[src/design/pid_aw_pkg.sv]
// Package for the PID controller with back-calculation anti-windup.
// Sequencer states, accumulator opcodes, register map and reset values.
// No dependencies.
package pid_aw_pkg;

    localparam int DATA_W = 16;
    localparam int PROD_W = 32;
    localparam int ACC_W  = 34;
    localparam int ADDR_W = 5;
    localparam int APB_W  = 32;

    typedef logic signed [DATA_W-1:0] t_sample;
    typedef logic signed [ACC_W-1:0]  t_acc;

    typedef enum logic [2:0] {
        ST_IDLE,
        ST_BACK,
        ST_SUM,
        ST_MI,
        ST_MD,
        ST_OUT
    } t_state;

    typedef enum logic [1:0] {
        MAC_HOLD,
        MAC_LOAD,
        MAC_ADD
    } t_mac_op;

    typedef enum logic [2:0] {
        REG_GAIN_P   = 3'd0,
        REG_GAIN_I   = 3'd1,
        REG_GAIN_D   = 3'd2,
        REG_GAIN_W   = 3'd3,
        REG_OUT_LOW  = 3'd4,
        REG_OUT_HIGH = 3'd5
    } t_reg_idx;

    typedef struct packed {
        t_sample gain_p;
        t_sample gain_i;
        t_sample gain_d;
        t_sample gain_w;
        t_sample out_low;
        t_sample out_high;
    } t_cfg;

    localparam t_sample GAIN_RST     = 16'sd1024;
    localparam t_sample OUT_LOW_RST  = 16'sh8000;
    localparam t_sample OUT_HIGH_RST = 16'sh7fff;

endpackage

[src/design/pid_aw_if.sv]
// Stream interfaces for the PID controller: sample input and drive output.
// Depends on pid_aw_pkg.
interface pid_aw_in_if;
    import pid_aw_pkg::*;
    logic    valid;
    logic    ready;
    t_sample target;
    t_sample measured;
    modport source (output valid, output target, output measured, input ready);
    modport sink   (input valid, input target, input measured, output ready);
endinterface

interface pid_aw_out_if;
    import pid_aw_pkg::*;
    logic    valid;
    logic    ready;
    t_sample drive;
    modport source (output valid, output drive, input ready);
    modport sink   (input valid, input drive, output ready);
endinterface

[src/design/pid_aw_regs.sv]
// APB configuration registers of the PID controller (gains and output limits).
// Depends on pid_aw_pkg.
module pid_aw_regs
    import pid_aw_pkg::*;
(
    input  logic              i_clk,
    input  logic              i_rst_n,
    input  logic              i_wr_en,
    input  logic [2:0]        i_wr_idx,
    input  t_sample           i_wr_data,
    input  logic [2:0]        i_rd_idx,
    output logic [APB_W-1:0]  o_rd_data,
    output t_cfg              o_cfg
);

    t_cfg r_cfg;

    always_ff @(posedge i_clk) begin
        if (!i_rst_n) begin
            r_cfg.gain_p   <= GAIN_RST;
            r_cfg.gain_i   <= GAIN_RST;
            r_cfg.gain_d   <= GAIN_RST;
            r_cfg.gain_w   <= GAIN_RST;
            r_cfg.out_low  <= OUT_LOW_RST;
            r_cfg.out_high <= OUT_HIGH_RST;
        end else if (i_wr_en) begin
            case (i_wr_idx)
                REG_GAIN_P:   r_cfg.gain_p   <= i_wr_data;
                REG_GAIN_I:   r_cfg.gain_i   <= i_wr_data;
                REG_GAIN_D:   r_cfg.gain_d   <= i_wr_data;
                REG_GAIN_W:   r_cfg.gain_w   <= i_wr_data;
                REG_OUT_LOW:  r_cfg.out_low  <= i_wr_data;
                REG_OUT_HIGH: r_cfg.out_high <= i_wr_data;
                default:      r_cfg          <= r_cfg;
            endcase
        end
    end

    always_comb begin
        case (i_rd_idx)
            REG_GAIN_P:   o_rd_data = APB_W'(r_cfg.gain_p);
            REG_GAIN_I:   o_rd_data = APB_W'(r_cfg.gain_i);
            REG_GAIN_D:   o_rd_data = APB_W'(r_cfg.gain_d);
            REG_GAIN_W:   o_rd_data = APB_W'(r_cfg.gain_w);
            REG_OUT_LOW:  o_rd_data = APB_W'(r_cfg.out_low);
            REG_OUT_HIGH: o_rd_data = APB_W'(r_cfg.out_high);
            default:      o_rd_data = '0;
        endcase
    end

    assign o_cfg = r_cfg;

endmodule

[src/design/pid_aw_mac.sv]
// Shared 16x16 signed multiplier with accumulator register.
// Depends on pid_aw_pkg.
module pid_aw_mac
    import pid_aw_pkg::*;
(
    input  logic    i_clk,
    input  t_mac_op i_op,
    input  t_sample i_a,
    input  t_sample i_b,
    output t_acc    o_acc
);

    logic signed [PROD_W-1:0] prod;
    t_acc                     prod_ext;
    t_acc                     r_acc;

    assign prod     = i_a * i_b;
    assign prod_ext = {{(ACC_W-PROD_W){prod[PROD_W-1]}}, prod};

    always_ff @(posedge i_clk) begin
        case (i_op)
            MAC_LOAD: r_acc <= prod_ext;
            MAC_ADD:  r_acc <= r_acc + prod_ext;
            default:  r_acc <= r_acc;
        endcase
    end

    assign o_acc = r_acc;

endmodule

[src/design/pid_aw_q10.sv]
// Sequencer of the PID controller: state register, next-state logic and handshake strobes.
// The top level lives in pid_antiwindup_q10.sv.
// Depends on pid_aw_pkg.
module pid_aw_seq
    import pid_aw_pkg::*;
(
    input  logic    i_clk,
    input  logic    i_rst_n,
    input  logic    i_in_valid,
    input  logic    i_out_free,
    output logic    o_in_ready,
    output logic    o_out_load,
    output t_state  o_state
);

    t_state r_state;
    t_state n_state;

    always_comb begin
        n_state = r_state;
        case (r_state)
            ST_IDLE: if (i_in_valid) n_state = ST_BACK;
            ST_BACK: n_state = ST_SUM;
            ST_SUM:  n_state = ST_MI;
            ST_MI:   n_state = ST_MD;
            ST_MD:   n_state = ST_OUT;
            ST_OUT:  if (i_out_free) n_state = ST_IDLE;
            default: n_state = ST_IDLE;
        endcase
    end

    always_comb begin
        o_in_ready = 1'b0;
        o_out_load = 1'b0;
        case (r_state)
            ST_IDLE: o_in_ready = i_rst_n;
            ST_OUT:  o_out_load = i_out_free;
            default: begin
                o_in_ready = 1'b0;
                o_out_load = 1'b0;
            end
        endcase
    end

    always_ff @(posedge i_clk) begin
        if (!i_rst_n) begin
            r_state <= ST_IDLE;
        end else begin
            r_state <= n_state;
        end
    end

    assign o_state = r_state;

endmodule

[src/design/pid_antiwindup_q10.sv]
// PID controller with back-calculation anti-windup, Q10 gains, 16-bit samples.
// One target/measured beat in gives one drive beat out: the beat is accepted while the
// sequencer is idle, then five sequencer steps follow. The single shared 16x16
// multiply-accumulate unit forms the back-calculation term and then the three
// controller products in turn. The drive beat sits in an output register, so the next
// item is accepted while it waits; that item then stalls in its last step until the
// register is free. Input is taken only while the sequencer is idle and out of reset.
// Gains and output limits sit on an APB port (register i at byte address 4*i); the user
// must write them only while idle, which the block itself does not enforce.
// Depends on pid_aw_pkg, pid_aw_if, pid_aw_regs, pid_aw_mac, pid_aw_seq.
module pid_antiwindup_q10
    import pid_aw_pkg::*;
#(
    parameter int GAIN_SHIFT = 10
) (
    input  logic               i_clk,
    input  logic               i_rst_n,
    pid_aw_in_if.sink          i_in,
    pid_aw_out_if.source       o_out,
    input  logic               psel,
    input  logic               penable,
    input  logic               pwrite,
    input  logic [ADDR_W-1:0]  paddr,
    input  logic [APB_W-1:0]   pwdata,
    output logic [APB_W-1:0]   prdata,
    output logic               pready
);

    localparam t_acc DIV_BIAS = ACC_W'((64'd1 << GAIN_SHIFT) - 64'd1);

    t_cfg    cfg;
    t_state  state;
    t_mac_op mac_op;
    t_sample mac_a;
    t_sample mac_b;
    t_acc    acc;
    logic    in_ready;
    logic    out_load;
    logic    out_free;
    logic    wr_en;

    t_sample r_tgt;
    t_sample r_meas;
    t_sample r_err;
    t_sample r_diff;
    t_sample r_esum;
    t_sample r_last;
    t_sample r_wind;
    t_sample r_drive;
    logic    r_out_valid;

    t_sample back;
    t_sample esum_add;
    t_sample n_esum;
    t_sample n_err;
    t_sample n_diff;
    t_sample total;
    t_sample n_drive;
    t_sample n_wind;

    function automatic t_sample sat17(input logic signed [DATA_W:0] v);
        if (v[DATA_W] != v[DATA_W-1]) begin
            return v[DATA_W] ? OUT_LOW_RST : OUT_HIGH_RST;
        end
        return v[DATA_W-1:0];
    endfunction

    function automatic t_sample sat_acc(input t_acc v);
        if (v > t_acc'(OUT_HIGH_RST)) begin
            return OUT_HIGH_RST;
        end
        if (v < t_acc'(OUT_LOW_RST)) begin
            return OUT_LOW_RST;
        end
        return v[DATA_W-1:0];
    endfunction

    // truncating divide by 2^GAIN_SHIFT: bias negatives before the shift
    function automatic t_acc div_trunc(input t_acc v);
        t_acc biased;
        biased = v + (v[ACC_W-1] ? DIV_BIAS : '0);
        return biased >>> GAIN_SHIFT;
    endfunction

    assign wr_en  = psel && penable && pwrite;
    assign pready = 1'b1;

    pid_aw_regs u_regs (
        .i_clk     (i_clk),
        .i_rst_n   (i_rst_n),
        .i_wr_en   (wr_en),
        .i_wr_idx  (paddr[4:2]),
        .i_wr_data (pwdata[DATA_W-1:0]),
        .i_rd_idx  (paddr[4:2]),
        .o_rd_data (prdata),
        .o_cfg     (cfg)
    );

    pid_aw_seq u_seq (
        .i_clk      (i_clk),
        .i_rst_n    (i_rst_n),
        .i_in_valid (i_in.valid),
        .i_out_free (out_free),
        .o_in_ready (in_ready),
        .o_out_load (out_load),
        .o_state    (state)
    );

    pid_aw_mac u_mac (
        .i_clk (i_clk),
        .i_op  (mac_op),
        .i_a   (mac_a),
        .i_b   (mac_b),
        .o_acc (acc)
    );

    assign out_free    = !r_out_valid || o_out.ready;
    assign i_in.ready  = in_ready;
    assign o_out.valid = r_out_valid;
    assign o_out.drive = r_drive;

    always_comb begin
        mac_op = MAC_HOLD;
        mac_a  = cfg.gain_w;
        mac_b  = r_wind;
        case (state)
            ST_BACK: begin
                mac_op = MAC_LOAD;
                mac_a  = cfg.gain_w;
                mac_b  = r_wind;
            end
            ST_SUM: begin
                mac_op = MAC_LOAD;
                mac_a  = cfg.gain_p;
                mac_b  = r_err;
            end
            ST_MI: begin
                mac_op = MAC_ADD;
                mac_a  = cfg.gain_i;
                mac_b  = r_esum;
            end
            ST_MD: begin
                mac_op = MAC_ADD;
                mac_a  = cfg.gain_d;
                mac_b  = r_diff;
            end
            default: mac_op = MAC_HOLD;
        endcase
    end

    always_comb begin
        n_err    = sat17({r_tgt[DATA_W-1], r_tgt} - {r_meas[DATA_W-1], r_meas});
        n_diff   = sat17({r_meas[DATA_W-1], r_meas} - {r_last[DATA_W-1], r_last});
        back     = sat_acc(div_trunc(acc));
        esum_add = sat17({r_err[DATA_W-1], r_err} + {r_esum[DATA_W-1], r_esum});
        n_esum   = sat17({esum_add[DATA_W-1], esum_add} - {back[DATA_W-1], back});
        total    = sat_acc(div_trunc(acc));
        // high limit is tested first, so with crossed limits a total above out_high gives out_high
        if (total > cfg.out_high) begin
            n_drive = cfg.out_high;
        end else if (total < cfg.out_low) begin
            n_drive = cfg.out_low;
        end else begin
            n_drive = total;
        end
        n_wind = sat17({total[DATA_W-1], total} - {n_drive[DATA_W-1], n_drive});
    end

    always_ff @(posedge i_clk) begin
        if (i_in.valid && in_ready) begin
            r_tgt  <= i_in.target;
            r_meas <= i_in.measured;
        end
        if (out_load) begin
            r_drive <= n_drive;
        end
    end

    always_ff @(posedge i_clk) begin
        if (!i_rst_n) begin
            r_esum      <= '0;
            r_last      <= '0;
            r_wind      <= '0;
            r_err       <= '0;
            r_diff      <= '0;
            r_out_valid <= 1'b0;
        end else begin
            if (state == ST_BACK) begin
                r_err  <= n_err;
                r_diff <= n_diff;
                r_last <= r_meas;
            end
            if (state == ST_SUM) begin
                r_esum <= n_esum;
            end
            if (out_load) begin
                r_wind      <= n_wind;
                r_out_valid <= 1'b1;
            end else if (o_out.ready) begin
                r_out_valid <= 1'b0;
            end
        end
    end

endmodule
[src/flat_wrapper.sv]
// flat-port wrapper written by rule: the top's interface ports become plain ports
module pid_antiwindup_q10_flat import pid_aw_pkg::*;
#(
    parameter int GAIN_SHIFT = 10
)
  (i_clk, i_rst_n, psel, penable, pwrite, paddr, pwdata, prdata, pready, i_in_valid, i_in_target, i_in_measured, i_in_ready, o_out_valid, o_out_drive, o_out_ready);
  pid_aw_in_if i_in_i ();
  pid_aw_out_if o_out_i ();
  input  logic i_clk;
  input  logic i_rst_n;
  input  logic psel;
  input  logic penable;
  input  logic pwrite;
  input  logic [ADDR_W-1:0] paddr;
  input  logic [APB_W-1:0] pwdata;
  output logic [APB_W-1:0] prdata;
  output logic pready;
  input wire logic [$bits(i_in_i.valid)-1:0] i_in_valid;
  input wire logic [$bits(i_in_i.target)-1:0] i_in_target;
  input wire logic [$bits(i_in_i.measured)-1:0] i_in_measured;
  output wire logic [$bits(i_in_i.ready)-1:0] i_in_ready;
  output wire logic [$bits(o_out_i.valid)-1:0] o_out_valid;
  output wire logic [$bits(o_out_i.drive)-1:0] o_out_drive;
  input wire logic [$bits(o_out_i.ready)-1:0] o_out_ready;
  assign i_in_i.valid = i_in_valid;
  assign i_in_i.target = i_in_target;
  assign i_in_i.measured = i_in_measured;
  assign i_in_ready = i_in_i.ready;
  assign o_out_valid = o_out_i.valid;
  assign o_out_drive = o_out_i.drive;
  assign o_out_i.ready = o_out_ready;
  pid_antiwindup_q10 #(.GAIN_SHIFT(GAIN_SHIFT)) u_core (.i_clk(i_clk), .i_rst_n(i_rst_n), .i_in(i_in_i), .o_out(o_out_i), .psel(psel), .penable(penable), .pwrite(pwrite), .paddr(paddr), .pwdata(pwdata), .prdata(prdata), .pready(pready));
endmodule
[config.mk]
export PLATFORM = sky130hd
export DESIGN_NAME = pid_antiwindup_q10_flat
export DESIGN_NICKNAME = d
export VERILOG_FILES = /design/src/design/pid_aw_pkg.sv /design/src/design/pid_aw_if.sv /design/src/design/pid_aw_regs.sv /design/src/design/pid_aw_mac.sv /design/src/design/pid_aw_q10.sv /design/src/design/pid_antiwindup_q10.sv /design/src/flat_wrapper.sv
export SDC_FILE = /design/constraint.sdc
export NUM_CORES = 2
export LEC_CHECK = 0
export BUFFER_PORTS_ARGS = -buffer_cell sky130_fd_sc_hd__buf_4
export CAP_MARGIN = 25
export CORE_UTILIZATION = 60
export DETAILED_ROUTE_END_ITERATION = 7
export PLACE_DENSITY = 0.78
export SKIP_CTS_REPAIR_TIMING = 1
export SLEW_MARGIN = 10
export SYNTH_ARGS = -nofsm -noshare
export SYNTH_HDL_FRONTEND = slang
export SYNTH_SLANG_ARGS = --single-unit
[constraint.sdc]
create_clock -name i_clk -period 18.24 [get_ports i_clk]
set_input_delay 1.824 -clock i_clk [delete_from_list [all_inputs] [get_ports i_clk]]
set_output_delay 1.824 -clock i_clk [all_outputs]
set_load 0.005 [all_outputs]
==> parameters.txt <==
Parameter                              Value

STA
  Period utilization    59.3%
  Total count of hold-check failures in the final report    0
  Final Skew    0.0156 ns
  Slew Limit Headroom    21.9%
  Worst Tran Pin Value    1.16 ns
  Unrepaired setup endpoints after global routing    no
  Maximum clock frequency    92.5 MHz
  Final Max Slew Viols    0
  Number of setup violations in the final report    0
  Setup Total Neg Slack    0 ns
  Period minus WS final    10.81 ns

Min path
  Hold_sp    u_core.r_last[13]
  Hold path depth    2
  Hold Path Sink    u_core.r_last[13]
  Path category of the worst min-delay check    reg2reg

Clock network
  CTS H-tree depth    1
  Clock insertion delay at the later pin of the skew report    0.61 ns
  TritonCTS clock tree    yes
  Clock root buffer    clkbuf_16
  Clock transition at path regs    0.06 ns
  Total number of clock tree sinks    between 200 and 300
  Total CTS buffers    31
  Clk buf depth    3

Logic synthesis
  Flip-flop cell with the highest count after synthesis    dfxtp_1
  Unique cell type count in the Yosys netlist    83
  Post-synth EDFFs    approximately 80
  Portion of synthesized cell area occupied by the leading cell type    18.5%
  Post-Syn Instances    between 3k and 4k
  Async SR Flop Fraction    0%
  Synthesized area per cell    8.68 µm²
  Synth area leaders    fa_1 (18%), dfxtp_1 (12%), ha_1 (10%)
  Netlist Area Pre-Place    29100 µm²
  Synth warnings    0
  Largest area contributor in the synthesized netlist    fa_1
  Synthesized Nets    3931
  Post-synthesis sequential area ratio    between 20% and 30%
  #FFs+latches synth    262

Detailed routing
  Routed vias/inst    6.15
  Vias    approximately 25k
  Starting DRT DRC Count    between 2k and 2.5k
  Antenna-violating nets left    0
  Number of detailed-route iterations in the first pass    6
  Average routed wire per standard cell    20.4 µm
  Remaining design rule violation count    0
  Routed wire length    82.3 mm

Layout
  Multi-input combinational cell area    20700 µm²
  FF/Latch Area    6070 µm²
  # fillers    3877
  Area added between synthesis and finish    8.83%
  Final net count    3975
  Most common cell after layout, fill and taps aside    inv_1
  Commonest non-fill, non-tap cells in the layout    inv_1 (444), nand2_1 (433), fa_1 (268)
  Fraction of final layout cells with drive strength greater than 1    9.39%

Critical path
  Buffering stage count on the worst path with inverters included    3
  Family of cells with the greatest summed delay on the critical path    compound AO/OA/AOI/OAI gates
  Largest stage delay on the critical path    0.84 ns
  RR Endpoint    u_core.r_wind[1]
  Worst reg-to-reg path cell count    31
  Slowest-stage cell, CP    a311oi_1
  Crit path launch type    flop
  Register-to-Register Setup Slack    about 7.4 ns
  Critical path class    reg2reg
  Origin of the critical flop-to-flop path    u_core.u_mac.o_acc[33]
  Largest fanout on the critical path    27
  CP startpoint    u_core.u_mac.o_acc[33]
  Kind of capture point of the worst setup path    flop
  Worst Path Arrival    11.33 ns
  Required time of the worst setup path    18.77 ns

Power
  Pwr Density    55.1 nW/µm²
  Power consumption    0.00174 W
  Worst supply voltage drop on vdd    68.6 µV
  Leakage    14.4 nW

Global route
  GRT Util Overall    between 30% and 40%
  Vias in the first global route    24.9k
  Pin count of the biggest net entering global routing    110
  Wire length of the first global-routing pass    132 mm
  Leftover overflow at the end of global routing    0
  Antenna violations before repair    0

Floorplan
  Starting Density    60.9%
  Area of the placeable core    between 40000 and 50000 µm²
  Total Die Area    between 40000 and 50000 µm²
  Row Count    80
  Width of the chip    222 µm
  DIE HEIGHT    approximately 220 µm
  Top Ports    127

Place
  Post-DP HPWL    62.5 mm
  Final GP Congestion    a little under 1
  PortBufs    107

Outcome
  Status    completed

Job
  Maxcap violations    0
==> state kept, by name (all words and copies together) (netlist names) <==
register              count
u_core.u_regs.o_cfg      96
u_core.u_mac.o_acc       34
u_core.o_out.drive       16
u_core.r_diff            16
u_core.r_err             16
u_core.r_esum            16
u_core.r_last            16
u_core.r_meas            16
u_core.r_tgt             16
u_core.r_wind            16
u_core.u_seq.o_state      3
u_core.o_out.valid        1
==> tightest hold or removal path: cells and delay by family, from the launching register on <==
| family | cells | cell delay [ns] |
|---|---|---|
| flops | 1 | 0.30 |
| compound gates | 1 | 0.06 |
| simple gates | 1 | 0.04 |
==> synthesized netlist by cell type (all sizes together), types with 82 or more instances <==
master,instances
a21boi,101
a21oi,168
clkbuf,131
dfxtp,180
edfxtp,82
fa,268
ha,238
inv,445
mux2i,102
nand2,434
nor2,188
o21ai,169
xnor2,89
==> logic make-up (layout without fill, tap and decap cells) <==
family                   Yosys count  count (layout)  synth area share (%)
buffers and inverters            602             671                  8.07
adder cells (fa/ha/maj)          566             566                  30.8
AO/OA/AOI/OAI                    739             739                  17.0
AND/OR/NAND/NOR                  888             888                  13.7
flip-flops                       262             262                  20.9
other                              1               2                0.0129
multiplexers                     145             145                  5.18
XOR/XNOR                         146             146                  4.42
==> final cells by class <==
cell class | count | area share, %
inverter | 445 | 5.28
tap | 615 | 2.43
sequential | 262 | 19.2
antenna | 1 | 0.00791
multi-input combinational | 2485 | 65.5
clock buffer | 40 | 2.72
clock inverter | 18 | 0.637
timing repair buffer | 168 | 4.22
==> where the power goes <==
| group | leakage, nW | switching [W] | internal (W) |
|---|---|---|---|
| Combinational | 11.7 | 0.000262 | 0.000184 |
| Clock | 0.510 | 0.000277 | 0.000379 |
| Sequential | 2.23 | 0.0000194 | 0.000622 |
==> per-layer routing <==
layer / vias to the layer above / track usage, % / wire [µm]
met5: - / 0 / 0
met4: 0 / 15.4 / 3730
met3: 214 / 4.25 / 6830
met2: 1152 / 54.5 / 38200
met1: 12100 / 45.1 / 33600
li1: 11400 / - / -
==> worst max-delay path by stage <==
stage | cells past startpoint | to | slack, ns
detailed placement | 33 | u_core.u_mac.o_acc[33] | 7.51
global placement | 33 | u_core.u_mac.o_acc[33] | 7.64
global route | 35 | u_core.u_mac.o_acc[33] | 6.81
CTS | 33 | u_core.u_mac.o_acc[33] | 7.51
finish | 31 | u_core.r_wind[1] | 7.43
floorplan | 35 | u_core.u_mac.o_acc[33] | 8.84
==> through the flow <==
stage / utilization, % / cells / setup WS (ns) / hold WS (ns) / cell area [µm²]
final: 66.3 / 4034 / 7.43 / 0.462 / 31600
after global routing: 66.3 / 4033 / 6.81 / 0.500 / 31600
after CTS: 65.9 / 4020 / 7.51 / 0.468 / 31500
after detailed placement: 63.7 / 3962 / 7.51 / 0.458 / 30400
after global placement: 63.6 / 3957 / 7.64 / 0.453 / 30400
after floorplan: - / 3349 / 8.84 / 0.443 / 29100
No activity file was read; power rests on OpenSTA's default activity.
